===== src/design/zmkd_pkg.sv =====
// shared constants, types and address helpers for the zobrist key diff block
package zmkd_pkg;

  localparam int PIECE_KINDS   = 6;
  localparam int BOARD_SQUARES = 64;
  localparam int SQ_W          = 6;
  localparam int EP_FILES      = 8;
  localparam int EP_BASE       = 2 * PIECE_KINDS * BOARD_SQUARES;
  localparam int SIDE_BASE     = EP_BASE + EP_FILES;
  localparam int CASTLE_BASE   = SIDE_BASE + 2;
  localparam int KEY_SLOTS     = CASTLE_BASE + 4;
  localparam int ADDR_W        = $clog2(KEY_SLOTS);
  localparam int KEY_W         = 64;
  localparam int NUM_READS     = 14;
  localparam int READ_IDX_W    = $clog2(NUM_READS);
  localparam int QUEUE_DEPTH   = 2;
  localparam int CFG_IDX_W     = 2;

  localparam logic [1:0] OP_LOAD = 2'd0;
  localparam logic [1:0] OP_MOVE = 2'd1;
  localparam logic [1:0] OP_NULL = 2'd2;

  localparam logic [2:0] MK_QUIET   = 3'd0;
  localparam logic [2:0] MK_DPUSH   = 3'd1;
  localparam logic [2:0] MK_CAPTURE = 3'd2;
  localparam logic [2:0] MK_EP      = 3'd3;
  localparam logic [2:0] MK_KCASTLE = 3'd4;
  localparam logic [2:0] MK_QCASTLE = 3'd5;

  localparam logic [2:0] KIND_PAWN    = 3'd0;
  localparam logic [2:0] KIND_ROOK    = 3'd3;
  localparam logic [2:0] NO_PROMOTION = 3'd6;

  localparam logic [CFG_IDX_W-1:0] CFG_ROOK_WK = 2'd0;
  localparam logic [CFG_IDX_W-1:0] CFG_ROOK_WQ = 2'd1;
  localparam logic [CFG_IDX_W-1:0] CFG_ROOK_BK = 2'd2;
  localparam logic [CFG_IDX_W-1:0] CFG_ROOK_BQ = 2'd3;

  localparam logic [SQ_W-1:0] ROOK_WK_RST = 6'd7;
  localparam logic [SQ_W-1:0] ROOK_WQ_RST = 6'd0;
  localparam logic [SQ_W-1:0] ROOK_BK_RST = 6'd63;
  localparam logic [SQ_W-1:0] ROOK_BQ_RST = 6'd56;

  // read slots of one diff
  localparam int RS_FROM    = 0;
  localparam int RS_TO      = 1;
  localparam int RS_OLD_EP  = 2;
  localparam int RS_NEW_EP  = 3;
  localparam int RS_CASTLE  = 4;
  localparam int RS_EXTRA_A = 8;
  localparam int RS_EXTRA_B = 9;
  localparam int RS_PROMO_P = 10;
  localparam int RS_PROMO_N = 11;
  localparam int RS_SIDE_W  = 12;
  localparam int RS_SIDE_B  = 13;

  typedef struct packed {
    logic [1:0]        op;
    logic [9:0]        key_index;
    logic [KEY_W-1:0]  key_value;
    logic              side;
    logic [2:0]        piece;
    logic [SQ_W-1:0]   from_square;
    logic [SQ_W-1:0]   to_square;
    logic [2:0]        taken_piece;
    logic [2:0]        move_kind;
    logic [2:0]        promote_to;
    logic [3:0]        castle_change;
    logic signed [3:0] old_ep_file;
  } in_item_t;

  typedef struct packed {
    logic                             wr_en;
    logic [ADDR_W-1:0]                wr_addr;
    logic [KEY_W-1:0]                 wr_data;
    logic [NUM_READS-1:0]             rd_mask;
    logic [NUM_READS-1:0][ADDR_W-1:0] rd_addr;
  } desc_t;

  function automatic logic [ADDR_W-1:0] piece_addr(input logic colour,
                                                   input logic [2:0] kind,
                                                   input logic [SQ_W-1:0] sq);
    return ADDR_W'((int'(colour) * PIECE_KINDS + int'(kind)) * BOARD_SQUARES
                   + int'(sq));
  endfunction

  function automatic logic kind_ok(input logic [2:0] kind);
    return int'(kind) < PIECE_KINDS;
  endfunction

endpackage


===== src/design/zmkd_front.sv =====
// front end: castling rook registers and decode of an item into key reads
module zmkd_front
  import zmkd_pkg::*;
(
  input  logic                 clk,
  input  logic                 rst_n,
  input  logic                 cfg_wr_en,
  input  logic [CFG_IDX_W-1:0] cfg_index,
  input  logic [SQ_W-1:0]      cfg_wdata,
  input  in_item_t             item,
  output desc_t                desc
);

  logic [SQ_W-1:0] rook_wk_r, rook_wq_r, rook_bk_r, rook_bq_r;
  logic [SQ_W-1:0] home_k, home_q;
  logic            us, them, is_move, is_diff;
  logic [SQ_W-1:0] from_sq, to_sq;

  always_ff @(posedge clk) begin
    if (!rst_n) begin
      rook_wk_r <= ROOK_WK_RST;
      rook_wq_r <= ROOK_WQ_RST;
      rook_bk_r <= ROOK_BK_RST;
      rook_bq_r <= ROOK_BQ_RST;
    end else if (cfg_wr_en) begin
      case (cfg_index)
        CFG_ROOK_WK: rook_wk_r <= cfg_wdata;
        CFG_ROOK_WQ: rook_wq_r <= cfg_wdata;
        CFG_ROOK_BK: rook_bk_r <= cfg_wdata;
        CFG_ROOK_BQ: rook_bq_r <= cfg_wdata;
        default: ;
      endcase
    end
  end

  assign us      = item.side;
  assign them    = ~item.side;
  assign from_sq = item.from_square;
  assign to_sq   = item.to_square;
  assign is_move = (item.op == OP_MOVE);
  assign is_diff = is_move || (item.op == OP_NULL);
  assign home_k  = us ? rook_bk_r : rook_wk_r;
  assign home_q  = us ? rook_bq_r : rook_wq_r;

  always_comb begin
    desc         = '0;
    desc.wr_en   = (item.op == OP_LOAD) && (int'(item.key_index) < KEY_SLOTS);
    desc.wr_addr = item.key_index[ADDR_W-1:0];
    desc.wr_data = item.key_value;

    desc.rd_mask[RS_FROM] = is_move && kind_ok(item.piece);
    desc.rd_addr[RS_FROM] = piece_addr(us, item.piece, from_sq);
    desc.rd_mask[RS_TO]   = is_move && kind_ok(item.piece);
    desc.rd_addr[RS_TO]   = piece_addr(us, item.piece, to_sq);

    desc.rd_mask[RS_OLD_EP] = is_diff && !item.old_ep_file[3];
    desc.rd_addr[RS_OLD_EP] = ADDR_W'(EP_BASE + int'(item.old_ep_file[2:0]));
    desc.rd_mask[RS_NEW_EP] = is_move && (item.move_kind == MK_DPUSH);
    desc.rd_addr[RS_NEW_EP] = ADDR_W'(EP_BASE + int'(from_sq[2:0]));

    for (int i = 0; i < 4; i++) begin
      desc.rd_mask[RS_CASTLE+i] = is_move && item.castle_change[i];
      desc.rd_addr[RS_CASTLE+i] = ADDR_W'(CASTLE_BASE + i);
    end

    case (item.move_kind)
      MK_EP: begin
        desc.rd_mask[RS_EXTRA_A] = is_move;
        desc.rd_addr[RS_EXTRA_A] = piece_addr(them, KIND_PAWN, {from_sq[5:3], to_sq[2:0]});
      end
      MK_CAPTURE: begin
        desc.rd_mask[RS_EXTRA_A] = is_move && kind_ok(item.taken_piece);
        desc.rd_addr[RS_EXTRA_A] = piece_addr(them, item.taken_piece, to_sq);
      end
      MK_KCASTLE: begin
        desc.rd_mask[RS_EXTRA_A] = is_move && kind_ok(KIND_ROOK);
        desc.rd_addr[RS_EXTRA_A] = piece_addr(us, KIND_ROOK, home_k);
        desc.rd_mask[RS_EXTRA_B] = is_move && kind_ok(KIND_ROOK);
        desc.rd_addr[RS_EXTRA_B] = piece_addr(us, KIND_ROOK, from_sq + SQ_W'(1));
      end
      MK_QCASTLE: begin
        desc.rd_mask[RS_EXTRA_A] = is_move && kind_ok(KIND_ROOK);
        desc.rd_addr[RS_EXTRA_A] = piece_addr(us, KIND_ROOK, home_q);
        desc.rd_mask[RS_EXTRA_B] = is_move && kind_ok(KIND_ROOK);
        desc.rd_addr[RS_EXTRA_B] = piece_addr(us, KIND_ROOK, from_sq - SQ_W'(1));
      end
      default: ;
    endcase

    desc.rd_mask[RS_PROMO_P] = is_move && (item.promote_to < NO_PROMOTION);
    desc.rd_addr[RS_PROMO_P] = piece_addr(us, KIND_PAWN, to_sq);
    desc.rd_mask[RS_PROMO_N] = is_move && (item.promote_to < NO_PROMOTION)
                               && kind_ok(item.promote_to);
    desc.rd_addr[RS_PROMO_N] = piece_addr(us, item.promote_to, to_sq);

    desc.rd_mask[RS_SIDE_W] = is_diff;
    desc.rd_addr[RS_SIDE_W] = ADDR_W'(SIDE_BASE);
    desc.rd_mask[RS_SIDE_B] = is_diff;
    desc.rd_addr[RS_SIDE_B] = ADDR_W'(SIDE_BASE + 1);
  end

endmodule


===== config.mk =====
export PLATFORM = sky130hd
export DESIGN_NAME = zmkd_front
export DESIGN_NICKNAME = d
export VERILOG_FILES = /design/src/design/zmkd_pkg.sv /design/src/design/zmkd_front.sv
export SDC_FILE = /design/constraint.sdc
export NUM_CORES = 1
export LEC_CHECK = 0
export ABC_CLOCK_PERIOD_IN_PS = 3700
export BUFFER_PORTS_ARGS = -buffer_cell sky130_fd_sc_hd__buf_2
export CORE_AREA = 5 5 133 135
export CTS_CLUSTER_DIAMETER = 40
export DETAILED_ROUTE_END_ITERATION = 10
export DIE_AREA = 0 0 138 140
export SLEW_MARGIN = 20
export SYNTH_ARGS = -nofsm -noshare
export SYNTH_HDL_FRONTEND = slang
export SYNTH_SLANG_ARGS = --single-unit
export TNS_END_PERCENT = 5

===== constraint.sdc =====
create_clock -name clk -period 3.7 [get_ports clk]
set_input_delay 0.74 -clock clk [delete_from_list [all_inputs] [get_ports clk]]
set_output_delay 0.74 -clock clk [all_outputs]
set_load 0.02 [all_outputs]

* Yosys cells after proc, flatten, opt, wreduce, memory -nomap -nowiden
Index checks and enable logic that the tools add are counted.
** Operators by class
- Bitwise gates (word level) :: 1
- Multiply operators :: 2
- Reductions and logical operators :: 21
- Add/sub/neg operators :: 18
- Mux-type cells :: 6
- Magnitude comparators :: 5
- Equality and inequality tests :: 10
** Operator list (number)
- $add 10x7->10 :: 8
- $pmux 10 s4 :: 1
- $add 10x3->10 const A :: 2
- $add 10x6->10 :: 2
- $pmux 10 s2 :: 1
- $add 4x3->4 :: 3
- $lt 3x3->1 const B :: 4
- $mux 6 :: 2
- $logic_and 1x1->1 :: 11
- $lt 10x10->1 const B :: 1
- $reduce_and 2->1 :: 4
- $add 6x1->6 const B :: 1
- $eq 2x2->1 const B :: 3
- $eq 3x2->1 const B :: 2
- $eq 3x3->1 const B :: 2
- $mul 1x2->3 const B :: 2
- $sub 6x1->6 const B :: 1
- $add 4x2->4 const B :: 1
- $eq 2x1->1 const B :: 2
- $logic_not 2->1 :: 2
- $eq 3x1->1 const B :: 1
- $reduce_or 3->1 :: 1
- $pmux 1 s2 :: 1
- $reduce_or 2->1 :: 1
- other kinds (4) :: 4
** Storage, ports and cells
- Output and inout bits :: 229
- Word-level logic and storage cells :: 67
- Register bits after elaboration :: 24
- Input port bits :: 120

* Longest topological paths before layout
- Word-level depth :: 5
- Mapped depth :: 7
- Mapped depth without buffers :: 7

* Worst setup path after synthesis
Ideal clock, no wire load.
- Kind :: input -> output
- From :: input port item[32] (netlist bit)
- To :: output port desc[88] (netlist bit)
- Path buffers :: 2
- Arrival time :: 2.189 ns
- Path slack :: 0.771 ns
- Data required time :: 2.960 ns
- Cell stages on the path :: 7
- Cells stage by stage :: clkbuf_2 > buf_4 > inv_1 > ha_1 > fa_1 > mux2i_1 > nor2_1
** RTL lines
- start: declaration :: RTL line zmkd_front.sv:10 : input in_item_t item,
- end: declaration :: RTL line zmkd_front.sv:11 : output desc_t desc

==> run metrics <==
status finished, final reports clean; layout net count 539; R2R depth 2; CTS resizes 0; Slew Viols, Final 0; Critical R2R Launch rook_wk_r[2]; clock slew at reported path FFs 60 ps; synthesized cell area 3150 um2; Synth cell types 44; FP Rows 47; Remaining DRCs 0; worst-margin pin slew 573 ps; Root Buffer clkbuf_16; vias post-DR 2189; CTS max path bufs 2; CP max FO 7; vias in the first global route 2087; maximum number of pins on one net before global-route repair 25; Tcrit/Tclk final 0.853; met2 wire length 4450 um; register area share after synthesis 0.153; Synth Flop Type dfxtp_1; setup_tns 0 ps; Final Critical Period 3150 ps; cell taking the most area after synthesis buf_4; Max Used Layer met5; Power Density 293 nW/um2; worst min-delay path endpoint rook_bq_r[0]; Slew headroom 0.618; via/cell ratio 3.50; clock sink count 24; Die W 138 um; TritonCTS clock tree done; total design power 0.871 mW; Mapped Avg Cell Area 7.98 um2; First-pass DRT Iterations 4; RSZ-0062 raised after global routing false; Layout area overhead -5.64%; most common cell in the netlist buf_4; Routed WL 9510 um; Port-buffer cells 130; CTS Buf Count 3; worst hold stages 2; fmax 0.317 GHz; Post-synth EDFFs 0; maxcap violations 0; First DRT Iteration DRCs 57; top-area cell type share of the netlist area 0.465; ys async rst share 0; clock skew 0 ps; top cells by area, synth buf_4, dfxtp_1, mux2i_1; cts hold-fix bufs 0; VDD IR max 0.119 mV; ratio of cells with drive above 1 in the final layout 0.367; hpwl dp 8170 um; core area 16300 um2; hold_sp rook_bq_r[0]; IO Count 349; routability-driven placement congestion ratio 0.768; antenna violations before repair 1; number of diodes 0; Final setup viols 0; gr usage total 0.0890; CP Class in2out; synth cell count leaders buf_4, nand2_1, dfxtp_1, mux2i_1, nand3_1; first-pass GRT wire length 13500 um; Met1 Wirelength 3280 um; Worst R2R End rook_wk_r[2]; met3 WL 1470 um; die area 19300 um2; CP Launch Type primary input; Ys Warns 0; post-DR wirelength/cell 15.2 um; crit path capture type output port; Synth Instances 395; Final Hold Fails 0; post-synthesis register bit count 24; crit path DAT 2410 ps; number of routed nets with antenna violations 0; die height 140 um; GRT Residual Overflow 0; Post-CTS Setup Repair Bufs 0; R2R setup slack 3070 ps; P_leak 1.60 nW; min-delay worst type reg2reg; htree depth 1; Initial Util 0.193; Critical Path RT 2960 ps; Clock Latency Late Sink 250 ps
final cells by class:
type	count	area [um2]
well taps	220	275
fillers	1884	13400
clock buffers	3	75.1
repair buffers	134	681
multi-input cells	238	1440
flip-flops and latches	24	480
inverters	7	26.3
cells in the final DEF (no fill, tap or decap), types with 3 or more instances in the layout:
| cell type | netlist | routed |
|---|---|---|
| buf_2 | 2 | 130 |
| nor2b_1 | 11 | 11 |
| nand2_1 | 36 | 36 |
| conb_1 | 2 | 77 |
| nor3_1 | 3 | 3 |
| and2_1 | 6 | 6 |
| clkbuf_16 | 0 | 3 |
| a21boi_0 | 5 | 5 |
| nor2_1 | 13 | 13 |
| dfxtp_1 | 24 | 24 |
| xnor2_1 | 3 | 3 |
| mux2i_1 | 21 | 21 |
| nand3_1 | 15 | 15 |
| buf_4 | 195 | 4 |
| inv_1 | 6 | 6 |
| ha_1 | 8 | 8 |
| fa_1 | 3 | 3 |
| a21oi_1 | 3 | 3 |
layer usage:
layer | vias up | GRT usage
li1 | 1036 | -
met1 | 959 | 0.0989
met2 | 162 | 0.143
met3 | 30 | 0.0504
met4 | 2 | 0.0328
met5 | - | 0
registers in the layout (all words and copies together), names as in the netlist:
name,cells
rook_wk_r,6
rook_bk_r,6
rook_wq_r,6
rook_bq_r,6
cells by family after synthesis:
logic type      Yosys count  synth area share
compound gates           25            0.0600
simple gates             95             0.151
mux                      25            0.0882
fa+ha+maj                11            0.0508
buf+inv                 208             0.481
other cells               2           0.00238
xor+xnor                  5            0.0139
flops                    24             0.153
worst max path at each step:
stage                     startpoint        to  slack (ps)  cells after the start
after detailed placement    item[12]  desc[95]         540                      8
after CTS                   item[12]  desc[95]         530                      8
after floorplan             item[32]  desc[88]         770                      7
after global placement      item[12]  desc[95]         580                      8
after global routing        item[12]  desc[95]         400                      8
final                       item[12]  desc[95]         550                      8
power by group:
part           switching, mW  internal (mW)  total (mW)
Clock                 0.0876          0.143       0.230
Combinational          0.257          0.108       0.366
Sequential           0.00537          0.269       0.275
metrics by stage:
| step | hold WS [ps] | std cells | utilization | worst slack, ps | area (um2) |
|---|---|---|---|---|---|
| 4_1_cts | 469 | 626 | 0.182 | 532 | 2970 |
| 3_5_place_dp | 453 | 623 | 0.177 | 539 | 2900 |
| 2_1_floorplan | 435 | 470 | - | 771 | 3430 |
| 6_report | 465 | 626 | 0.182 | 545 | 2970 |
| 3_3_place_gp | 447 | 623 | 0.177 | 582 | 2900 |
| 5_1_grt | 484 | 626 | 0.182 | 402 | 2970 |
worst max-delay path, stage by stage:
cell and delay (ps):
buf_2 130, nand3b_2 330, inv_1 140, ha_1 260, a21oi_1 260, o31ai_1 100, a211o_1 300, buf_2 160
(Power assumes the default switching activity.)
