## src/design/zmkd_pkg.sv

```systemverilog
// shared constants, types and address helpers for the zobrist key diff block
package zmkd_pkg;

  localparam int PIECE_KINDS   = 6;
  localparam int BOARD_SQUARES = 64;
  localparam int SQ_W          = 6;
  localparam int EP_FILES      = 8;
  localparam int EP_BASE       = 2 * PIECE_KINDS * BOARD_SQUARES;
  localparam int SIDE_BASE     = EP_BASE + EP_FILES;
  localparam int CASTLE_BASE   = SIDE_BASE + 2;
  localparam int KEY_SLOTS     = CASTLE_BASE + 4;
  localparam int ADDR_W        = $clog2(KEY_SLOTS);
  localparam int KEY_W         = 64;
  localparam int NUM_READS     = 14;
  localparam int READ_IDX_W    = $clog2(NUM_READS);
  localparam int QUEUE_DEPTH   = 2;
  localparam int CFG_IDX_W     = 2;

  localparam logic [1:0] OP_LOAD = 2'd0;
  localparam logic [1:0] OP_MOVE = 2'd1;
  localparam logic [1:0] OP_NULL = 2'd2;

  localparam logic [2:0] MK_QUIET   = 3'd0;
  localparam logic [2:0] MK_DPUSH   = 3'd1;
  localparam logic [2:0] MK_CAPTURE = 3'd2;
  localparam logic [2:0] MK_EP      = 3'd3;
  localparam logic [2:0] MK_KCASTLE = 3'd4;
  localparam logic [2:0] MK_QCASTLE = 3'd5;

  localparam logic [2:0] KIND_PAWN    = 3'd0;
  localparam logic [2:0] KIND_ROOK    = 3'd3;
  localparam logic [2:0] NO_PROMOTION = 3'd6;

  localparam logic [CFG_IDX_W-1:0] CFG_ROOK_WK = 2'd0;
  localparam logic [CFG_IDX_W-1:0] CFG_ROOK_WQ = 2'd1;
  localparam logic [CFG_IDX_W-1:0] CFG_ROOK_BK = 2'd2;
  localparam logic [CFG_IDX_W-1:0] CFG_ROOK_BQ = 2'd3;

  localparam logic [SQ_W-1:0] ROOK_WK_RST = 6'd7;
  localparam logic [SQ_W-1:0] ROOK_WQ_RST = 6'd0;
  localparam logic [SQ_W-1:0] ROOK_BK_RST = 6'd63;
  localparam logic [SQ_W-1:0] ROOK_BQ_RST = 6'd56;

  // read slots of one diff
  localparam int RS_FROM    = 0;
  localparam int RS_TO      = 1;
  localparam int RS_OLD_EP  = 2;
  localparam int RS_NEW_EP  = 3;
  localparam int RS_CASTLE  = 4;
  localparam int RS_EXTRA_A = 8;
  localparam int RS_EXTRA_B = 9;
  localparam int RS_PROMO_P = 10;
  localparam int RS_PROMO_N = 11;
  localparam int RS_SIDE_W  = 12;
  localparam int RS_SIDE_B  = 13;

  typedef struct packed {
    logic [1:0]        op;
    logic [9:0]        key_index;
    logic [KEY_W-1:0]  key_value;
    logic              side;
    logic [2:0]        piece;
    logic [SQ_W-1:0]   from_square;
    logic [SQ_W-1:0]   to_square;
    logic [2:0]        taken_piece;
    logic [2:0]        move_kind;
    logic [2:0]        promote_to;
    logic [3:0]        castle_change;
    logic signed [3:0] old_ep_file;
  } in_item_t;

  typedef struct packed {
    logic                             wr_en;
    logic [ADDR_W-1:0]                wr_addr;
    logic [KEY_W-1:0]                 wr_data;
    logic [NUM_READS-1:0]             rd_mask;
    logic [NUM_READS-1:0][ADDR_W-1:0] rd_addr;
  } desc_t;

  function automatic logic [ADDR_W-1:0] piece_addr(input logic colour,
                                                   input logic [2:0] kind,
                                                   input logic [SQ_W-1:0] sq);
    return ADDR_W'((int'(colour) * PIECE_KINDS + int'(kind)) * BOARD_SQUARES
                   + int'(sq));
  endfunction

  function automatic logic kind_ok(input logic [2:0] kind);
    return int'(kind) < PIECE_KINDS;
  endfunction

endpackage

```

## src/design/zmkd_back.sv

```systemverilog
// back end: walks the key reads of one descriptor and xors the keys
module zmkd_back
  import zmkd_pkg::*;
(
  input  logic              clk,
  input  logic              rst_n,
  input  logic              q_valid,
  input  desc_t             q_data,
  output logic              q_pop,
  output logic              ram_wr_en,
  output logic [ADDR_W-1:0] ram_wr_addr,
  output logic [KEY_W-1:0]  ram_wr_data,
  output logic              ram_rd_en,
  output logic [ADDR_W-1:0] ram_rd_addr,
  input  logic [KEY_W-1:0]  ram_rd_data,
  output logic              out_valid,
  input  logic              out_ready,
  output logic [KEY_W-1:0]  out_data
);

  typedef enum logic [2:0] {
    ST_IDLE = 3'b001,
    ST_READ = 3'b010,
    ST_DONE = 3'b100
  } state_t;

  state_t                           state_r, state_nxt;
  logic [NUM_READS-1:0]             mask_r, mask_nxt;
  logic [NUM_READS-1:0][ADDR_W-1:0] addr_r, addr_nxt;
  logic                             pend_r, pend_nxt;
  logic [KEY_W-1:0]                 acc_r, acc_nxt;
  logic                             out_valid_r, out_valid_nxt;
  logic [KEY_W-1:0]                 out_data_r, out_data_nxt;
  logic [READ_IDX_W-1:0]            sel_idx;

  // lowest pending read
  always_comb begin
    sel_idx = '0;
    for (int i = NUM_READS - 1; i >= 0; i--) begin
      if (mask_r[i]) begin
        sel_idx = READ_IDX_W'(i);
      end
    end
  end

  always_comb begin
    state_nxt     = state_r;
    mask_nxt      = mask_r;
    addr_nxt      = addr_r;
    pend_nxt      = 1'b0;
    acc_nxt       = acc_r;
    out_valid_nxt = out_valid_r && !out_ready;
    out_data_nxt  = out_data_r;
    q_pop         = 1'b0;
    ram_wr_en     = 1'b0;
    ram_wr_addr   = q_data.wr_addr;
    ram_wr_data   = q_data.wr_data;
    ram_rd_en     = 1'b0;
    ram_rd_addr   = addr_r[sel_idx];
    case (state_r)
      ST_IDLE: begin
        if (q_valid) begin
          q_pop     = 1'b1;
          ram_wr_en = q_data.wr_en;
          mask_nxt  = q_data.rd_mask;
          addr_nxt  = q_data.rd_addr;
          acc_nxt   = '0;
          state_nxt = (q_data.rd_mask == '0) ? ST_DONE : ST_READ;
        end
      end
      ST_READ: begin
        if (pend_r) begin
          acc_nxt = acc_r ^ ram_rd_data;
        end
        if (mask_r != '0) begin
          ram_rd_en = 1'b1;
          pend_nxt  = 1'b1;
          mask_nxt  = mask_r & ~(NUM_READS'(1) << sel_idx);
        end else if (!pend_r) begin
          state_nxt = ST_DONE;
        end
      end
      ST_DONE: begin
        if (!out_valid_r || out_ready) begin
          out_valid_nxt = 1'b1;
          out_data_nxt  = acc_r;
          state_nxt     = ST_IDLE;
        end
      end
      default: begin
        state_nxt = ST_IDLE;
      end
    endcase
  end

  always_ff @(posedge clk) begin
    if (!rst_n) begin
      state_r     <= ST_IDLE;
      pend_r      <= 1'b0;
      out_valid_r <= 1'b0;
      mask_r      <= '0;
    end else begin
      state_r     <= state_nxt;
      pend_r      <= pend_nxt;
      out_valid_r <= out_valid_nxt;
      mask_r      <= mask_nxt;
    end
  end

  always_ff @(posedge clk) begin
    addr_r     <= addr_nxt;
    acc_r      <= acc_nxt;
    out_data_r <= out_data_nxt;
  end

  assign out_valid = out_valid_r;
  assign out_data  = out_data_r;

endmodule

```

## config.mk

```make
export PLATFORM = sky130hd
export DESIGN_NAME = zmkd_back
export DESIGN_NICKNAME = d
export VERILOG_FILES = /design/src/design/zmkd_pkg.sv /design/src/design/zmkd_back.sv
export SDC_FILE = /design/constraint.sdc
export NUM_CORES = 1
export LEC_CHECK = 0
export BUFFER_PORTS_ARGS = -buffer_cell sky130_fd_sc_hd__buf_4
export CAP_MARGIN = 30
export CORE_AREA = 2 2 174 176
export CTS_CLUSTER_SIZE = 10
export DETAILED_ROUTE_END_ITERATION = 8
export DIE_AREA = 0 0 176 178
export HOLD_SLACK_MARGIN = 0.02
export PLACE_DENSITY = 0.68
export SYNTH_ARGS = -nofsm -noshare
export SYNTH_HDL_FRONTEND = slang
export SYNTH_SLANG_ARGS = --single-unit
```

## constraint.sdc

```tcl
create_clock -name clk -period 6.8 [get_ports clk]
set_clock_uncertainty 0.1 [all_clocks]
set_input_delay 0.68 -clock clk [delete_from_list [all_inputs] [get_ports clk]]
set_output_delay 0.68 -clock clk [all_outputs]
set_load 0.01 [all_outputs]
```

## After elaboration in Yosys (flattened, before gate mapping)

Index checks and enable logic that the tools add are counted.

| operators by class | value |
|---|---|
| $lt $le $gt $ge | 1 |
| equal/unequal tests | 9 |
| shift operators | 1 |
| multiplexer cells | 36 |
| bitwise operators | 3 |
| reductions and logical operators | 12 |

Operators by type and width:

| kind | number |
|---|---|
| 64-bit 2-to-1 mux | 2 |
| 64-bit one-hot mux with 2 select lines | 1 |
| 64-bit bitwise XOR | 1 |
| 4-bit 2-to-1 mux | 14 |
| 10-bit binary-select mux with 4-bit select | 1 |
| 14-bit 2-to-1 mux | 2 |
| 14-bit one-hot mux with 2 select lines | 1 |
| 3-bit 2-to-1 mux | 5 |
| 14-bit AND | 1 |
| 14-bit logical NOT | 1 |
| 14-bit inverter | 1 |
| 14-bit nonzero test | 1 |
| 1-bit by 4-bit << shifter with 14-bit output, first input constant | 1 |
| 2-bit != test, second input constant | 6 |
| 10-bit 2-to-1 mux | 1 |
| 3-bit one-hot mux with 3 select lines | 1 |
| 1-bit 2-to-1 mux | 8 |
| 3-bit AND reduction | 2 |
| 4-bit by 5-bit less-than comparator with 1-bit output, second input constant | 1 |
| 2-bit AND reduction | 2 |
| 4-bit AND reduction | 1 |
| 3-bit by 1-bit equality test with 1-bit output, second input constant | 1 |
| 3-bit by 2-bit equality test with 1-bit output, second input constant | 1 |
| 3-bit equality test, second input constant | 1 |
| other kinds (4) | 5 |

| word-level totals | value |
|---|---|
| bits in registers | 287 |
| bits of input ports | 297 |
| output and inout bits | 152 |
| word-level logic and storage cells | 82 |

## Depth between registers and ports, before layout

| logic depth | value |
|---|---|
| word-level depth | 19 |
| depth in mapped cells | 10 |

## Least setup slack after synthesis

OpenSTA, ideal clock, no wires.

| timing path | value |
|---|---|
| path type | in2reg |
| from | input q_valid |
| to | register state_r[0] |
| setup time | 344 ps |
| data arrival time | 5550 ps |
| required time | 6356 ps |
| setup slack | 807 ps |
| stages | 4 |
| path through | and2_1 clkbuf_1 clkbuf_1 o21ai_0 |

| between the ends | value |
|---|---|
| cells in the longest elaborated chain, start to end | 2 |

RTL lines:

| element | line | source |
|---|---|---|
| from (decl) | zmkd_back.sv:7 | `input logic q_valid,` |
| 2-bit != test (no line) | n/a |  |
| 4-bit AND reduction (no line) | n/a |  |
| to (signal assigned) | zmkd_back.sv:103 | `state_r <= state_nxt;` |
| to (decl) | zmkd_back.sv:27 | `state_t state_r, state_nxt;` |

No other way between the ends.
A chain may end at the register's enable or synchronous reset.

## Worst setup path after layout

| timing path | value |
|---|---|
| from | register mask_r[9] |
| to | output ram_rd_addr[9] |

| between the ends | value |
|---|---|
| cells in the longest elaborated chain, start to end | 12 |

RTL lines:

| element | line | source |
|---|---|---|
| from (decl) | zmkd_back.sv:28 | `logic [NUM_READS-1:0] mask_r, mask_nxt;` |
| from (signal assigned) | zmkd_back.sv:106 | `mask_r <= mask_nxt;` |
| 4-bit 2-to-1 mux (10 in a row) | zmkd_back.sv:40 | `if (mask_r[i]) begin` |
| 10-bit binary-select mux with 4-bit select | zmkd_back.sv:59 | `ram_rd_addr = addr_r[sel_idx];` |
| 10-bit 2-to-1 mux (implied by the code) | zmkd_back.sv:59 |  |
| to (decl) | zmkd_back.sv:14 | `output logic [ADDR_W-1:0] ram_rd_addr,` |

No other way between the ends. The select of a mux whose other input is x is not followed.

==> key figures <==
Drt
  – Vias per cell: approximately 5
  – Antenna viol nets, final: 0
  – Via count: 7202
  – Pre-Repair DR Iteration Count: 5
  – 1st-iter DRT viols: between 300 and 400
  – WL final: ~31000 µm
  – DRC: 0
  – Average wire per cell in the routed design: 21.4 µm

Cells and area
  – Syn-to-layout area delta: 25.9%
  – Most common cell after layout, fill and taps aside: buf_4
  – Fin nets: 1326
  – Layout cell share with drive strength beyond 1: approximately 36%
  – Finished Cell Area: approximately 15000 µm²
  – Fin cells: about 1400
  – Layout Utilization: 51.0%
  – Commonest cells after routing, fill and taps aside: 309 x buf_4, 268 x edfxtp_1, 89 x nor2_1

Global route
  – GRT Residual Overflow: 0
  – Initial antenna violation count: 1
  – First-pass GRT wire length: 43900 µm
  – Vias in the first global route: between 7000 and 8000
  – Total track usage: roughly a fifth
  – Largest net degree at the start of global routing: between 70 and 80

Synthesis
  – Yosys reg bits: 287
  – Cells after Synth: ~800
  – Area of the mapped netlist: between 10000 and 15000 µm²
  – Synthesized Nets: around 1100
  – Count of flip-flops with a built-in enable after synthesis: approximately 270
  – Ys flop type: edfxtp_1
  – Seq/Total Area, Yosys: 70.8%
  – Distinct cells, synth: 54
  – Asr flop ratio synth: 0%
  – Ys Warns: 0
  – Syn avg cell area: 15.1 µm²

Setup path
  – Worst reg2reg path startpoint: mask_r[9]$_SDFFE_PN0P_
  – CP Cell Sequence: nor2_1 > a221o_1 > a221oi_4 > buf_4 > or4b_1 > o22ai_1 > a2111oi_4 > o31ai_1 > buf_4
  – CP max stage cell: a221oi_4
  – CP dominant cell by count: buf_4
  – Biggest cell delay along the critical path: between 0.8 and 0.9 ns
  – Setup CP Type: reg2out
  – Crit. Startpoint: mask_r[9]$_SDFFE_PN0P_
  – Req. time, crit path: ~6 ns
  – CP Capture Type: primary output
  – Arr. time, crit path: 4.07 ns
  – Crit-path leading delay family: compound AO/OA/AOI/OAI gates
  – Crit path buf inv count: 2
  – CP Max Fanout: 27
  – Critical Path Start Type: register

Die
  – # rows: 63
  – Die area: 31300 µm²
  – Die X: between 150 and 200 µm
  – Initial Utilization: 40.5%
  – Core area: just under 30000 µm²
  – Num ports: roughly 450
  – DIE HEIGHT: between 150 and 200 µm

Clocking
  – TritonCTS clock tree: yes
  – Post-CTS setup buffer count: 0
  – Sink Count: roughly 290
  – Worst skew pair latency: a little over 0.5 ns
  – Longest Clk Path Bufs: 3
  – CTS Root Cell: clkbuf_16
  – Htree depth: 2
  – Clock-pin slew on the worst setup and hold paths: 0.06 ns
  – Post_cts resized: 0
  – Post-cts hold buffer count: 0
  – TritonCTS Buffers: 35

Timing
  – Setup violators final: 0
  – Final min period: between 4 and 5 ns
  – Hold slack: approximately 0.24 ns
  – Unrepaired setup endpoints after global routing: no
  – Hold Vio Cnt, Final: 0
  – Final setup TNS: 0 ns
  – Slew HR: 41.0%
  – Least-Margin Pin Slew: between 0.8 and 0.9 ns
  – Fmax: around 0.21 GHz
  – Final Cycle Share: a little under three quarters
  – Max-slew violations: 0

Power
  – Sw Share: ~27%
  – Register share of total power: between 40 and 50%
  – Peak supply drop: between 200 and 250 µV
  – Clock power share: 33.5%
  – Net Sw Power: around 1.3 mW
  – Int Pwr: approximately 3.5 mW
  – Gate power share: a little over a fifth
  – PD cells: about 320 nW/µm²
  – Static Leak: 5.54 nW

Placement
  – Routability cong.: roughly 0.83
  – Placed instance count: 1382
  – # port buffers: 300
  – HPWL after DPL: 22600 µm
  – Placed instance area: around 14000 µm²

Flow run
  – Max-cap violations: 0

Worst hold path
  – Hold WC Path Type: in2reg
  – Critical hold path startpoint: q_data[10]

Status
  – Outcome: finished clean
## metal layers
layer | global-route usage (%) | up-vias | routed length, µm
li1 | - | 3339 | -
met1 | 21.9 | 3337 | 11200
met2 | 31.9 | 465 | 15100
met3 | 7.42 | 59 | 3410
met4 | 7.09 | 2 | 945
met5 | 1.28 | - | 55
## per-stage QoR
stage	power [mW]	setup WS, ns
6_report	4.85	1.95
2_1_floorplan	2.95	0.807
5_1_grt	5.05	1.79
3_5_place_dp	3.27	2.50
4_1_cts	4.91	1.94
3_3_place_gp	3.26	2.59
## cell families (layout without fill, tap and decap cells)
| group | after synthesis | count (layout) | share of synthesized area (%) |
|---|---|---|---|
| xor+xnor | 64 | 64 | 4.71 |
| other cells | 0 | 1 | 0 |
| buf+inv | 119 | 372 | 6.49 |
| compound gates | 121 | 121 | 8.87 |
| simple gates | 166 | 166 | 6.29 |
| mux | 34 | 34 | 2.89 |
| flops | 287 | 287 | 70.8 |
## worst paths after layout
path,to,slack (ns),cells after the start
worst max register to register,mask_r[12]$_SDFFE_PN0P_,3.64,9
worst min-delay path,addr_r[10]$_DFFE_PP_,0.24,1
worst min register to register,out_data[37]$_DFFE_PP_,0.37,0
worst max-delay path,ram_rd_addr[9],1.95,9
## flip-flops by register name, summed over array words and instances (netlist names)
signal / count
addr_r: 140
acc_r: 64
out_data: 64
mask_r: 14
state_r: 3
out_valid: 1
pend_r: 1
## power groups by stage
stage	clock, mW	sequential [mW]	combinational [mW]
3_3_place_gp	0	2.25	1.01
6_report	1.62	2.21	1.01
5_1_grt	1.73	2.23	1.09
2_1_floorplan	0	2.25	0.703
4_1_cts	1.67	2.22	1.03
3_5_place_dp	0	2.25	1.02
## synth_stat cells (all sizes together), types with 3 or more instances
cell,number,area (µm²)
o2bb2ai,7,61.3
nor3,3,15.0
dfxtp,19,380
nor2b,7,43.8
mux2,3,33.8
nand2b,4,25.0
a31oi,3,18.8
a21o,3,22.5
a211oi,10,75.1
a221o,4,40.0
nand3,7,35.0
o22ai,11,68.8
nor2,89,334
clkbuf,18,67.6
o31ai,12,124
a2111oi,7,193
a21boi,10,75.1
buf,90,664
mux2i,31,310
o21ai,12,60.1
a21oi,19,95.1
and2,5,31.3
inv,11,41.3
nand2,31,116
xnor2,64,561
nor4,8,56.3
nand3b,3,22.5
a32o,3,30.0
edfxtp,268,8050
a221oi,11,114
## cell type report
cell class / instances / area [µm²]
antenna: 1 / 2.50
fill: 2506 / 14400
timing repair buffer: 309 / 2320
tap: 390 / 488
clock inverter: 6 / 42.5
sequential: 287 / 8430
multi-input combinational: 385 / 2730
inverter: 11 / 41.3
clock buffer: 46 / 938
Note: power is estimated with default switching activity, not from simulation.
