File: src/design/zmkd_pkg.sv
// shared constants, types and address helpers for the zobrist key diff block
package zmkd_pkg;

  localparam int PIECE_KINDS   = 6;
  localparam int BOARD_SQUARES = 64;
  localparam int SQ_W          = 6;
  localparam int EP_FILES      = 8;
  localparam int EP_BASE       = 2 * PIECE_KINDS * BOARD_SQUARES;
  localparam int SIDE_BASE     = EP_BASE + EP_FILES;
  localparam int CASTLE_BASE   = SIDE_BASE + 2;
  localparam int KEY_SLOTS     = CASTLE_BASE + 4;
  localparam int ADDR_W        = $clog2(KEY_SLOTS);
  localparam int KEY_W         = 64;
  localparam int NUM_READS     = 14;
  localparam int READ_IDX_W    = $clog2(NUM_READS);
  localparam int QUEUE_DEPTH   = 2;
  localparam int CFG_IDX_W     = 2;

  localparam logic [1:0] OP_LOAD = 2'd0;
  localparam logic [1:0] OP_MOVE = 2'd1;
  localparam logic [1:0] OP_NULL = 2'd2;

  localparam logic [2:0] MK_QUIET   = 3'd0;
  localparam logic [2:0] MK_DPUSH   = 3'd1;
  localparam logic [2:0] MK_CAPTURE = 3'd2;
  localparam logic [2:0] MK_EP      = 3'd3;
  localparam logic [2:0] MK_KCASTLE = 3'd4;
  localparam logic [2:0] MK_QCASTLE = 3'd5;

  localparam logic [2:0] KIND_PAWN    = 3'd0;
  localparam logic [2:0] KIND_ROOK    = 3'd3;
  localparam logic [2:0] NO_PROMOTION = 3'd6;

  localparam logic [CFG_IDX_W-1:0] CFG_ROOK_WK = 2'd0;
  localparam logic [CFG_IDX_W-1:0] CFG_ROOK_WQ = 2'd1;
  localparam logic [CFG_IDX_W-1:0] CFG_ROOK_BK = 2'd2;
  localparam logic [CFG_IDX_W-1:0] CFG_ROOK_BQ = 2'd3;

  localparam logic [SQ_W-1:0] ROOK_WK_RST = 6'd7;
  localparam logic [SQ_W-1:0] ROOK_WQ_RST = 6'd0;
  localparam logic [SQ_W-1:0] ROOK_BK_RST = 6'd63;
  localparam logic [SQ_W-1:0] ROOK_BQ_RST = 6'd56;

  // read slots of one diff
  localparam int RS_FROM    = 0;
  localparam int RS_TO      = 1;
  localparam int RS_OLD_EP  = 2;
  localparam int RS_NEW_EP  = 3;
  localparam int RS_CASTLE  = 4;
  localparam int RS_EXTRA_A = 8;
  localparam int RS_EXTRA_B = 9;
  localparam int RS_PROMO_P = 10;
  localparam int RS_PROMO_N = 11;
  localparam int RS_SIDE_W  = 12;
  localparam int RS_SIDE_B  = 13;

  typedef struct packed {
    logic [1:0]        op;
    logic [9:0]        key_index;
    logic [KEY_W-1:0]  key_value;
    logic              side;
    logic [2:0]        piece;
    logic [SQ_W-1:0]   from_square;
    logic [SQ_W-1:0]   to_square;
    logic [2:0]        taken_piece;
    logic [2:0]        move_kind;
    logic [2:0]        promote_to;
    logic [3:0]        castle_change;
    logic signed [3:0] old_ep_file;
  } in_item_t;

  typedef struct packed {
    logic                             wr_en;
    logic [ADDR_W-1:0]                wr_addr;
    logic [KEY_W-1:0]                 wr_data;
    logic [NUM_READS-1:0]             rd_mask;
    logic [NUM_READS-1:0][ADDR_W-1:0] rd_addr;
  } desc_t;

  function automatic logic [ADDR_W-1:0] piece_addr(input logic colour,
                                                   input logic [2:0] kind,
                                                   input logic [SQ_W-1:0] sq);
    return ADDR_W'((int'(colour) * PIECE_KINDS + int'(kind)) * BOARD_SQUARES
                   + int'(sq));
  endfunction

  function automatic logic kind_ok(input logic [2:0] kind);
    return int'(kind) < PIECE_KINDS;
  endfunction

endpackage

File: src/design/zmkd_queue.sv
// small fifo of decoded descriptors between front and back
module zmkd_queue
  import zmkd_pkg::*;
(
  input  logic  clk,
  input  logic  rst_n,
  input  logic  push,
  input  desc_t push_data,
  output logic  full,
  input  logic  pop,
  output logic  not_empty,
  output desc_t pop_data
);

  localparam int PTR_W = (QUEUE_DEPTH > 1) ? $clog2(QUEUE_DEPTH) : 1;
  localparam int CNT_W = $clog2(QUEUE_DEPTH + 1);

  desc_t            mem_r [QUEUE_DEPTH];
  logic [PTR_W-1:0] wr_ptr_r, rd_ptr_r;
  logic [CNT_W-1:0] count_r;

  function automatic logic [PTR_W-1:0] ptr_inc(input logic [PTR_W-1:0] p);
    return (int'(p) == QUEUE_DEPTH - 1) ? '0 : p + PTR_W'(1);
  endfunction

  assign full      = (int'(count_r) == QUEUE_DEPTH);
  assign not_empty = (count_r != '0);
  assign pop_data  = mem_r[rd_ptr_r];

  always_ff @(posedge clk) begin
    if (push) begin
      mem_r[wr_ptr_r] <= push_data;
    end
  end

  always_ff @(posedge clk) begin
    if (!rst_n) begin
      wr_ptr_r <= '0;
      rd_ptr_r <= '0;
      count_r  <= '0;
    end else begin
      if (push) begin
        wr_ptr_r <= ptr_inc(wr_ptr_r);
      end
      if (pop) begin
        rd_ptr_r <= ptr_inc(rd_ptr_r);
      end
      if (push && !pop) begin
        count_r <= count_r + CNT_W'(1);
      end else if (pop && !push) begin
        count_r <= count_r - CNT_W'(1);
      end
    end
  end

endmodule

File: config.mk
export PLATFORM = sky130hd
export DESIGN_NAME = zmkd_queue
export DESIGN_NICKNAME = d
export VERILOG_FILES = /design/src/design/zmkd_pkg.sv /design/src/design/zmkd_queue.sv
export SDC_FILE = /design/constraint.sdc
export NUM_CORES = 1
export LEC_CHECK = 0
export ABC_AREA = 1
export BUFFER_PORTS_ARGS = -buffer_cell sky130_fd_sc_hd__buf_2
export CAP_MARGIN = 20
export CORE_ASPECT_RATIO = 1.4
export CORE_MARGIN = 2
export CORE_UTILIZATION = 49
export CTS_CLUSTER_DIAMETER = 50
export DETAILED_ROUTE_END_ITERATION = 6
export PLACE_DENSITY = 0.83
export SYNTH_ARGS = -nofsm -noshare
export SYNTH_HDL_FRONTEND = slang
export SYNTH_SLANG_ARGS = --single-unit
File: constraint.sdc
create_clock -name clk -period 14.83 [get_ports clk]
set_clock_uncertainty 0.1 [all_clocks]
set_input_delay 1.483 -clock clk [delete_from_list [all_inputs] [get_ports clk]]
set_output_delay 1.483 -clock clk [all_outputs]
set_load 0.05 [all_outputs]
Word-level counts from Yosys, hierarchy flattened
Memory sizes are Yosys's and may differ from the RTL's. A register that Yosys moved wholly into a read port is not among the register bits.
Index checks and enable logic that the tools add are counted.
Widths: inputs -> output; s select.
{ "word_totals": {"input_bits": 233, "n_memories": 1, "reg_bits": 4, "elab_cells": 23, "mem_bits_rw": 458, "out_inout_bits": 231} }
{ "classes": {"n_reduce_logical": 6, "addsub": 4, "n_eq_ne": 1, "n_mux": 8} }
{ "memory_table": {"columns": ["memory", "words", "width", "read_ports", "rd_clocked_by_memory_dff", "wr", "line_no", "source"], "rows": [
  ["mem_r", 2, 229, 1, 1, 1, "zmkd_queue.sv:18", "desc_t mem_r [QUEUE_DEPTH];"]
]} }
{ "op_table": {"columns": ["operator", "n"], "rows": [
  ["$mux 1", 6],
  ["$mux 2", 2],
  ["$reduce_bool 2->1", 2],
  ["$add 1x1->1 const B", 2],
  ["$add 2x1->2 const B", 1],
  ["$eq 2x2->1 const B", 1],
  ["$logic_and 1x1->1", 2],
  ["$logic_not 1->1", 2],
  ["$sub 2x1->2 const B", 1]
]} }

Depth between registers and ports, before layout
Gate-level depths: netlist (run 1).
{ "depth": {"ltp_word": 4, "ltp_mapped": 8, "ltp_nobuf": 8} }

Worst setup path after synthesis (run 1)
OpenSTA, ideal clock, no wires.
{ "synth_path": {"kind": "input to register", "from": "input port push", "to": "memory mem_r[0][0] (netlist bit) (enable)", "setup_slack_ns": 2.811, "required_time_ns": 13.901, "t_arrival_ns": 11.090, "setup_time_ns": 0.829, "stages": 2, "path_buffers": 0, "cell_sequence": "inv_1 nor2_1"} }
{ "synth_via": {"elab_chain_len": 2} }
{ "synth_lines": {"columns": ["item", "line_no", "source"], "rows": [
  ["start, declared", "zmkd_queue.sv:7", "input logic push,"],
  ["$mux 1", "zmkd_queue.sv:31", "if (push) begin"],
  ["$mux 1 (implied by the code)", "zmkd_queue.sv:32", "mem_r[wr_ptr_r] <= push_data;"],
  ["end, declared", "zmkd_queue.sv:18", null]
]} }
No other way between the ends.

==> results.yml, run 1 <==
sta:
  final_max_slew_viol_count: 0
  rsz0062_at_grt: "false"
  finalCriticalPeriod_ps: 4901
  finalCritPeriodShare: 0.3305
  max_freq_ghz: 0.2040
  setup_violations: 0
  setup_slack_ps: 9929
  max_slew_margin: 0.3000
  finalSetupTns_ps: 0
  finalHoldViolCount: 0
  tightestPinTransition_ps: 1050
  fin_hold_ws_ps: 415.8
placed_design:
  dp_hpwl_um: 24310
  portBuffers: 463
  place_congestion: 0.9304
  post-place-ws_ps: 10190
status:
  status: "completed"
detailed_routing:
  vias: 8682
  drt-total-wl_um: 35060
  ant_nets: 0
  wire_per_inst_um: 20.27
  viasPerCell: 5.018
  drtPass1Iterations: 4
  route.detailed.drc: 0
  drtIter0Drc: 479
cells_and_area:
  final_cell_mix: "buf_2, edfxtp_1, mux2_2"
  nNetsFinal: 1472
  seq_area_mm2: 0.01386
  layout_commonest_cell: "buf_2"
  multiInputGateArea_mm2: 0.002684
  n_fill_cell: 2352
  final_layout_size_suffix_gt1_frac: 0.6006
  area_growth_pct: 24.07
yosys:
  synthCells: 747
  syn_nets: 981
  synth_area_leaders: "edfxtp_1, mux2_2, buf_6"
  seq_area_frac_synth: 0.8231
  synth_area_mm2: 0.01683
  yosysWarnings: 0
  synth.distinct_cells: 14
  yosys_register_bits: 463
  synth_top_area_frac: 0.8171
  syn_avg_cell_area_um2: 22.53
  synth_area_leader_cell: "edfxtp_1"
die:
  die_x_um: 160.6
  row_count: 80
  dieHeight_um: 223.3
  ios: 464
  core_mm2: 0.03393
  die-area_mm2: 0.03587
  initial_core_util: 0.4960
run:
  max_cap_viol_count: 0
global_route:
  grt_max_degree: 96
  grt_first_pass_wirelength_um: 50780
  first_global_vias: 9138
  track_usage: 0.1886
  antenna_found_initial: 10
  gr-total-overflow: 0
cts:
  hold_buffers: 0
  h-tree-depth: 2
  clockBufferDepth: 3
  cts_sinks: 463
  cts_resized: 0
  cts_tree: "yes"
  cts_buffers: 43
  root_buffer: "clkbuf_16"
  clk_latency_ps: 520
  cts_setup_buffers: 0
  clk_pin_slew_worst_paths_ps: 60
worst_setup_path:
  critPathRequiredTime_ps: 13250
  worstSetupPathType: "flop to output pin"
  crit_arrival_ps: 3320
  crit_path_max_fanout: 56
  worst_setup_path_start_kind: "flop"
  end_kind: "output pin"
pwr:
  power_density_mw_per_mm2: 143.6
  max-vdd-ir-drop_v: 0.0001171
  p_leak_nw: 7.813
hold_path:
  hold_class: "flop to flop"
==> logic make-up after synthesis <==
kind of cell,count (synthesis),share of synthesized area
flip-flops,463,0.8231
multiplexers,229,0.1532
buffers and inverters,33,0.01792
AND/OR/NAND/NOR,19,0.004460
AO/OA/AOI/OAI,2,0.0005941
adder cells (fa/ha/maj),1,0.0007433
==> cell type report <==
class / count / area share
repair buffers: 471 / 0.1138
flip-flops and latches: 463 / 0.6636
inverters: 8 / 0.001797
multi-input cells: 251 / 0.1285
clock buffers: 63 / 0.05860
clock inverters: 16 / 0.005812
well taps: 451 / 0.02702
diodes: 7 / 0.0008388
==> layer usage <==
layer	wire length (µm)	vias up	track usage
li1	-	3955	-
met1	12180	4264	0.2058
met2	18910	369	0.3404
met3	2522	88	0.05001
met4	1408	6	0.08951
met5	41	-	0
==> synthesized netlist by cell type, drive strengths merged <==
cell type	instances
a21oi	1
buf	25
dfxtp	5
edfxtp	458
ha	1
inv	8
mux2	229
nand2	9
nand3	1
nand4	1
nor2	8
o21ai	1
==> flip-flops by register name, summed over array words and instances, names as in the netlist, named ones only <==
signal / cells
count_r: 2
rd_ptr_r: 1
wr_ptr_r: 1
mem_r: 458
==> worst paths after layout <==
check                                            from                      to  slack, ps  cells after the start
worst max-delay path                             flop           pop_data[129]       9930                      4
worst min-delay path            rd_ptr_r$_SDFFE_PN0P_                    flop        420                      2
worst max register to register  wr_ptr_r$_SDFFE_PN0P_  mem_r[1][87]$_DFFE_PP_      11400                      4
worst min register to register  rd_ptr_r$_SDFFE_PN0P_                    flop        420                      2
==> worst max-delay path: stages (launching register included) <==
cell     delay (ps)
dfxtp_4         840
buf_4           660
buf_4           610
mux2_2          410
buf_2           210
==> power breakdown <==
group          switching (W)  leakage (nW)  internal (W)
clock               0.000439         0.655      0.000593
sequential         0.0000208          4.34       0.00152
combinational       0.000313          2.82      0.000117
==> metrics by stage <==
step,instance area (µm²),cells,total power (W),utilization
3_5_place_dp,19520,1644,0.001997,0.5753
6_report,20880,1730,0.002999,0.6154
3_3_place_gp,19520,1644,0.001986,0.5753
5_1_grt,20880,1730,0.003089,0.6154
4_1_cts,20870,1723,0.003029,0.6149
2_1_floorplan,16830,747,0.001899,-
Note: power is estimated with default switching activity, not from simulation.
==> inputs of run 2 (changes only) <==
--- a/config.mk
+++ b/config.mk
@@ -10,10 +10,10 @@
 export CAP_MARGIN = 20
 export CORE_ASPECT_RATIO = 1.4
 export CORE_MARGIN = 2
-export CORE_UTILIZATION = 49
+export CORE_UTILIZATION = 47
 export CTS_CLUSTER_DIAMETER = 50
 export DETAILED_ROUTE_END_ITERATION = 6
-export PLACE_DENSITY = 0.83
+export PLACE_DENSITY = 0.84
 export SYNTH_ARGS = -nofsm -noshare
 export SYNTH_HDL_FRONTEND = slang
 export SYNTH_SLANG_ARGS = --single-unit
==> constraint.sdc (replaced) <==
create_clock -name clk -period 4 [get_ports clk]
set_clock_uncertainty 0.1 [all_clocks]
set_input_delay 0.4 -clock clk [delete_from_list [all_inputs] [get_ports clk]]
set_output_delay 0.4 -clock clk [all_outputs]
set_load 0.05 [all_outputs]
==> results.yml, run 2 (synthesis results as in run 1) <==
detailed_routing:
  vias: 10077
  wire_per_inst_um: 21.41
  route.detailed.drc: 2
  viasPerCell: 5.126
  drtPass1Iterations: 7
  ant_nets: 0
  drt-total-wl_um: 42080
  drtIter0Drc: 784
cells_and_area:
  nNetsFinal: 1706
  reg_top3: "mem_r x458, count_r x2"
  final_layout_size_suffix_gt1_frac: 0.5120
  multiInputGateArea_mm2: 0.002700
  largest_register: "mem_r"
  largest_reg_flops: 458
  fin_util: 0.6555
  n_fill_cell: 2219
  layout_commonest_cell: "buf_2"
  seq_area_mm2: 0.01386
  final_cell_mix: "buf_2, edfxtp_1, mux2_2, dlygate4sd3_1, clkbuf_16"
  area_growth_pct: 38.65
worst_setup_path:
  worstSetupPathType: "flop to output pin"
  crit_path_max_fanout: 55
  r2r_cells: 4
  crit_slowest_cell: "dfxtp_4"
  crit_arrival_ps: 2470
  path_cells: "buf_12 -> mux2_2 -> buf_2"
  critPathRequiredTime_ps: 3500
  end_kind: "output pin"
  critical-path-max-stage-delay_ps: 910
  ff2ff_setup_slack_ps: 1230
  worst_setup_path_start_kind: "flop"
sta:
  finalCriticalPeriod_ps: 2973
  final_max_slew_viol_count: 0
  max_freq_ghz: 0.3364
  fin_hold_ws_ps: 57.46
  finalSetupTns_ps: 0
  setup_violations: 0
  tightestPinTransition_ps: 1282
  finalHoldViolCount: 0
  finalCritPeriodShare: 0.7432
  rsz0062_at_grt: "false"
  max_slew_margin: 0.1452
cts:
  cts_buffers: 42
  cts_tree: "yes"
  cts_resized: 0
  clockBufferDepth: 3
  root_buffer: "clkbuf_16"
  h-tree-depth: 2
  clk_pin_slew_worst_paths_ps: 60
  clk_latency_ps: 520
  cts_sinks: 463
die:
  dieHeight_um: 227.9
  ios: 464
  initial_core_util: 0.4728
  die_x_um: 163.9
  row_count: 82
  core_mm2: 0.03560
  die-area_mm2: 0.03736
placed_design:
  place_congestion: 0.8734
  dp_hpwl_um: 24620
  portBuffers: 463
global_route:
  track_usage: 0.2179
  first_global_vias: 10891
  grt_max_degree: 181
  antenna_found_initial: 2
  grt_first_pass_wirelength_um: 61130
  gr-total-overflow: 0
run:
  max_cap_viol_count: 0
pwr:
  max-vdd-ir-drop_v: 0.0003969
  p_leak_nw: 8.823
  power_density_mw_per_mm2: 490.8
hold_path:
  holdPathStages: 3
  hold_class: "input pin to flop"
status:
  failed_checks: "design-rule violations"
  status: "complete, but fails checks"
==> run 2: report_power, final <==
group          total [W]  internal (W)  leakage (nW)  switching (W)
combinational    0.00185      0.000604          3.83        0.00125
sequential       0.00571       0.00562          4.34      0.0000859
clock            0.00389       0.00220         0.648        0.00169
==> run 2: worst paths after layout <==
check	start	to
max	flop	pop_data[211]
max reg2reg	wr_ptr_r$_SDFFE_PN0P_	mem_r[1][143]$_DFFE_PP_
min	rst_n	count_r[1]$_SDFFE_PN0P_
min reg2reg	rd_ptr_r$_SDFFE_PN0P_	flop
==> run 2: repair_timing <==
item / CTS / global route
hold endpoints to repair: 458 / 0
hold buffers: 229 / 0
buffers inserted: 0 / 0
==> run 2: worst max-delay path, delay by kind of cell (launching register included) <==
kind | cells | cell delay [ps]
buffers and inverters | 2 | 570
flip-flops | 1 | 910
multiplexers | 1 | 400
==> run 2: area by class of cell <==
cell class,instances,share of cell area
antenna,4,0.0004289
clock buffer,54,0.05013
sequential,463,0.5939
tap,462,0.02477
clock inverter,18,0.006273
inverter,8,0.001984
multi-input combinational,251,0.1157
timing repair buffer,706,0.2069
==> run 2: per-layer routing <==
layer | share of wire | GRT usage | up-vias
li1 | - | - | 4412
met1 | 0.35 | 0.2308 | 5041
met2 | 0.54 | 0.4056 | 490
met3 | 0.058 | 0.04164 | 134
met4 | 0.051 | 0.1088 | 0
met5 | 0 | 0 | -
==> run 2: stage by stage <==
stage	std cells	worst slack, ps	cell area [µm²]	total power, W
2_1_floorplan	747	-349.8	16870	0.007000
3_3_place_gp	1661	1087	19720	0.007399
3_5_place_dp	1661	1022	19720	0.007446
4_1_cts	1962	976.4	23330	0.01144
5_1_grt	1965	889.7	23330	0.01178
6_report	1966	1027	23340	0.01145
==> inputs of run 3 (changes only) <==
--- a/config.mk
+++ b/config.mk
@@ -5,7 +5,7 @@
 export SDC_FILE = /design/constraint.sdc
 export NUM_CORES = 1
 export LEC_CHECK = 0
-export ABC_AREA = 1
+export ABC_AREA = 0
 export BUFFER_PORTS_ARGS = -buffer_cell sky130_fd_sc_hd__buf_2
 export CAP_MARGIN = 20
 export CORE_ASPECT_RATIO = 1.4
==> constraint.sdc (replaced) <==
create_clock -name clk -period 2.5 [get_ports clk]
set_clock_uncertainty 0.1 [all_clocks]
set_input_delay 0.25 -clock clk [delete_from_list [all_inputs] [get_ports clk]]
set_output_delay 0.25 -clock clk [all_outputs]
set_load 0.05 [all_outputs]
==> results.yml, run 3 <==
status:
  status: "completed"
pwr:
  p_leak_nw: 8.928
  power_density_mw_per_mm2: 797.8
  p_total_w: 0.01879
  max-vdd-ir-drop_v: 0.0007268
run:
  max_cap_viol_count: 0
placed_design:
  post-place-ws_ps: 673.3
  placed_cells: 1664
  place_congestion: 0.8418
  dp_hpwl_um: 24590
  portBuffers: 463
yosys:
  synth_top_area_frac: 0.8175
  synth_area_leaders: "edfxtp_1, mux2_2, buf_6"
  yosysWarnings: 0
  synthCells: 734
  synth_common_cells: "edfxtp_1, mux2_2, buf_6"
  synth.distinct_cells: 18
  syn_nets: 968
  synth_area_mm2: 0.01682
  yosys_register_bits: 463
  ys.flop_type: "edfxtp_1"
  syn_avg_cell_area_um2: 22.92
  async_flop_share: 0
  synth_most_common_cell: "edfxtp_1"
  seq_area_frac_synth: 0.8234
  synth_area_leader_cell: "edfxtp_1"
  synth-edff-count: 458
cells_and_area:
  final_cell_mix: "buf_2, edfxtp_1, dlygate4sd3_1"
  largest_register: "mem_r"
  final_cells: 1976
  n_fill_cell: 2218
  largest_reg_flops: 458
  nNetsFinal: 1713
  reg_top3: "mem_r x458, count_r x2"
  area_growth_pct: 40.01
  layout_commonest_cell: "buf_2"
  final_layout_size_suffix_gt1_frac: 0.5219
worst_setup_path:
  end_kind: "output pin"
  r2r_cells: 3
  r2r_end: "mem_r[0][17]$_DFFE_PP_"
  crit_path_max_fanout: 28
  worst_setup_path_start_kind: "flop"
  worstSetupPathType: "flop to output pin"
  ff2ff_setup_slack_ps: 790
  crit_arrival_ps: 2040
  critPathRequiredTime_ps: 2150
  r2r_start: "wr_ptr_r$_SDFFE_PN0P_"
cts:
  clk_pin_slew_worst_paths_ps: 70
  h-tree-depth: 2
  cts_tree: "yes"
  clockBufferDepth: 3
  root_buffer: "clkbuf_16"
  clk_latency_ps: 530
  cts_sinks: 463
  cts_buffers: 43
  cts_resized: 0
detailed_routing:
  ant_nets: 0
  viasPerCell: 5.036
  vias: 9952
  drtIter0Drc: 536
  drt-total-wl_um: 42270
  route.detailed.drc: 0
  drtPass1Iterations: 5
  wire_per_inst_um: 21.39
global_route:
  grt_first_pass_wirelength_um: 61740
  track_usage: 0.2196
  first_global_vias: 11012
  gr-total-overflow: 0
  antenna_found_initial: 6
  grt_max_degree: 91
sta:
  fin_hold_ws_ps: 114.5
  finalCriticalPeriod_ps: 2393
  max_freq_ghz: 0.4180
  setup_slack_ps: 107.4
  finalCritPeriodShare: 0.9571
  max_slew_margin: 0.6326
  rsz0062_at_grt: "false"
  final_max_slew_viol_count: 0
  tightestPinTransition_ps: 551.1
  finalHoldViolCount: 0
  setup_violations: 0
die:
  core_mm2: 0.03550
  die_x_um: 163.9
  ios: 464
  initial_core_util: 0.4739
  die-area_mm2: 0.03735
  dieHeight_um: 227.9
  row_count: 82
hold_path:
  holdPathStages: 2
  hold_class: "input pin to flop"
  hold_start: "push"
  min_to: "mem_r[0][139]$_DFFE_PP_"
## run 3: cell types whose count changed after synthesis, moves of 2 or more
cell	delta
nand2_1	-9
xor2_1	+2
nor2_1	-8
inv_1	-7
nor2b_1	+2
and2_1	+4
## run 3: critical path, stage by stage, from the launching register on
cell and delay [ps]:
dfxtp_4 410, buf_12 220, buf_12 230, mux2_2 390
buf_2 220
## run 3: timing repair
action                    in CTS  in global routing
hold endpoints to repair     463                  1
setup buffers                  0                  0
hold buffers                 231                  1
## run 3: area by class of cell
type	count	area (µm²)	share of cell area
Clock inverter	20	195.2	0.008286
Inverter	1	3.754	0.0001594
Sequential cell	463	13860	0.5883
Antenna cell	6	15.01	0.0006374
Tap cell	462	578.1	0.02454
Timing Repair Buffer	725	5040	0.2140
Multi-Input combinational cell	245	2705	0.1148
Clock buffer	54	1160	0.04924
## run 3: through the flow
step / utilization / setup TNS [ps] / cell area [µm²]
2_1_floorplan: - / -674970 / 16830
5_1_grt: 0.6635 / 0 / 23550
3_5_place_dp: 0.5595 / 0 / 19860
3_3_place_gp: 0.5595 / 0 / 19860
6_report: 0.6635 / 0 / 23560
4_1_cts: 0.6628 / 0 / 23530
## run 3: where the power goes
part | switching, W | internal [W]
sequential | 0.000111 | 0.00898
clock | 0.00274 | 0.00361
combinational | 0.00224 | 0.00111
total | 0.00510 | 0.0137
## run 3: routing by layer
layer	part of all wire	vias to the layer above	GRT usage
met3	0.067	139	0.05091
li1	-	4427	-
met5	0.00038	-	0
met4	0.050	2	0.1091
met1	0.34	4889	0.2275
met2	0.55	495	0.4078
## run 3: how the worst max path moves through the flow
stage                            endpoint  cells after the start
floorplan           mem_r[0][0]$_DFFE_PP_                      1
global route                 pop_data[41]                      4
global placement            pop_data[175]                      4
finish                      pop_data[223]                      4
detailed placement          pop_data[223]                      4
CTS                         pop_data[223]                      4
## run 3: cells by family (layout without fill, tap and decap cells)
family | after synthesis | count (layout) | share of synthesized area
AO/OA/AOI/OAI | 3 | 3 | 0.001190
XOR/XNOR | 3 | 3 | 0.001562
adder cells (fa/ha/maj) | 1 | 1 | 0.0007436
buffers and inverters | 26 | 800 | 0.01636
flip-flops | 463 | 463 | 0.8234
multiplexers | 229 | 229 | 0.1533
other | 0 | 6 | 0
AND/OR/NAND/NOR | 9 | 9 | 0.003421
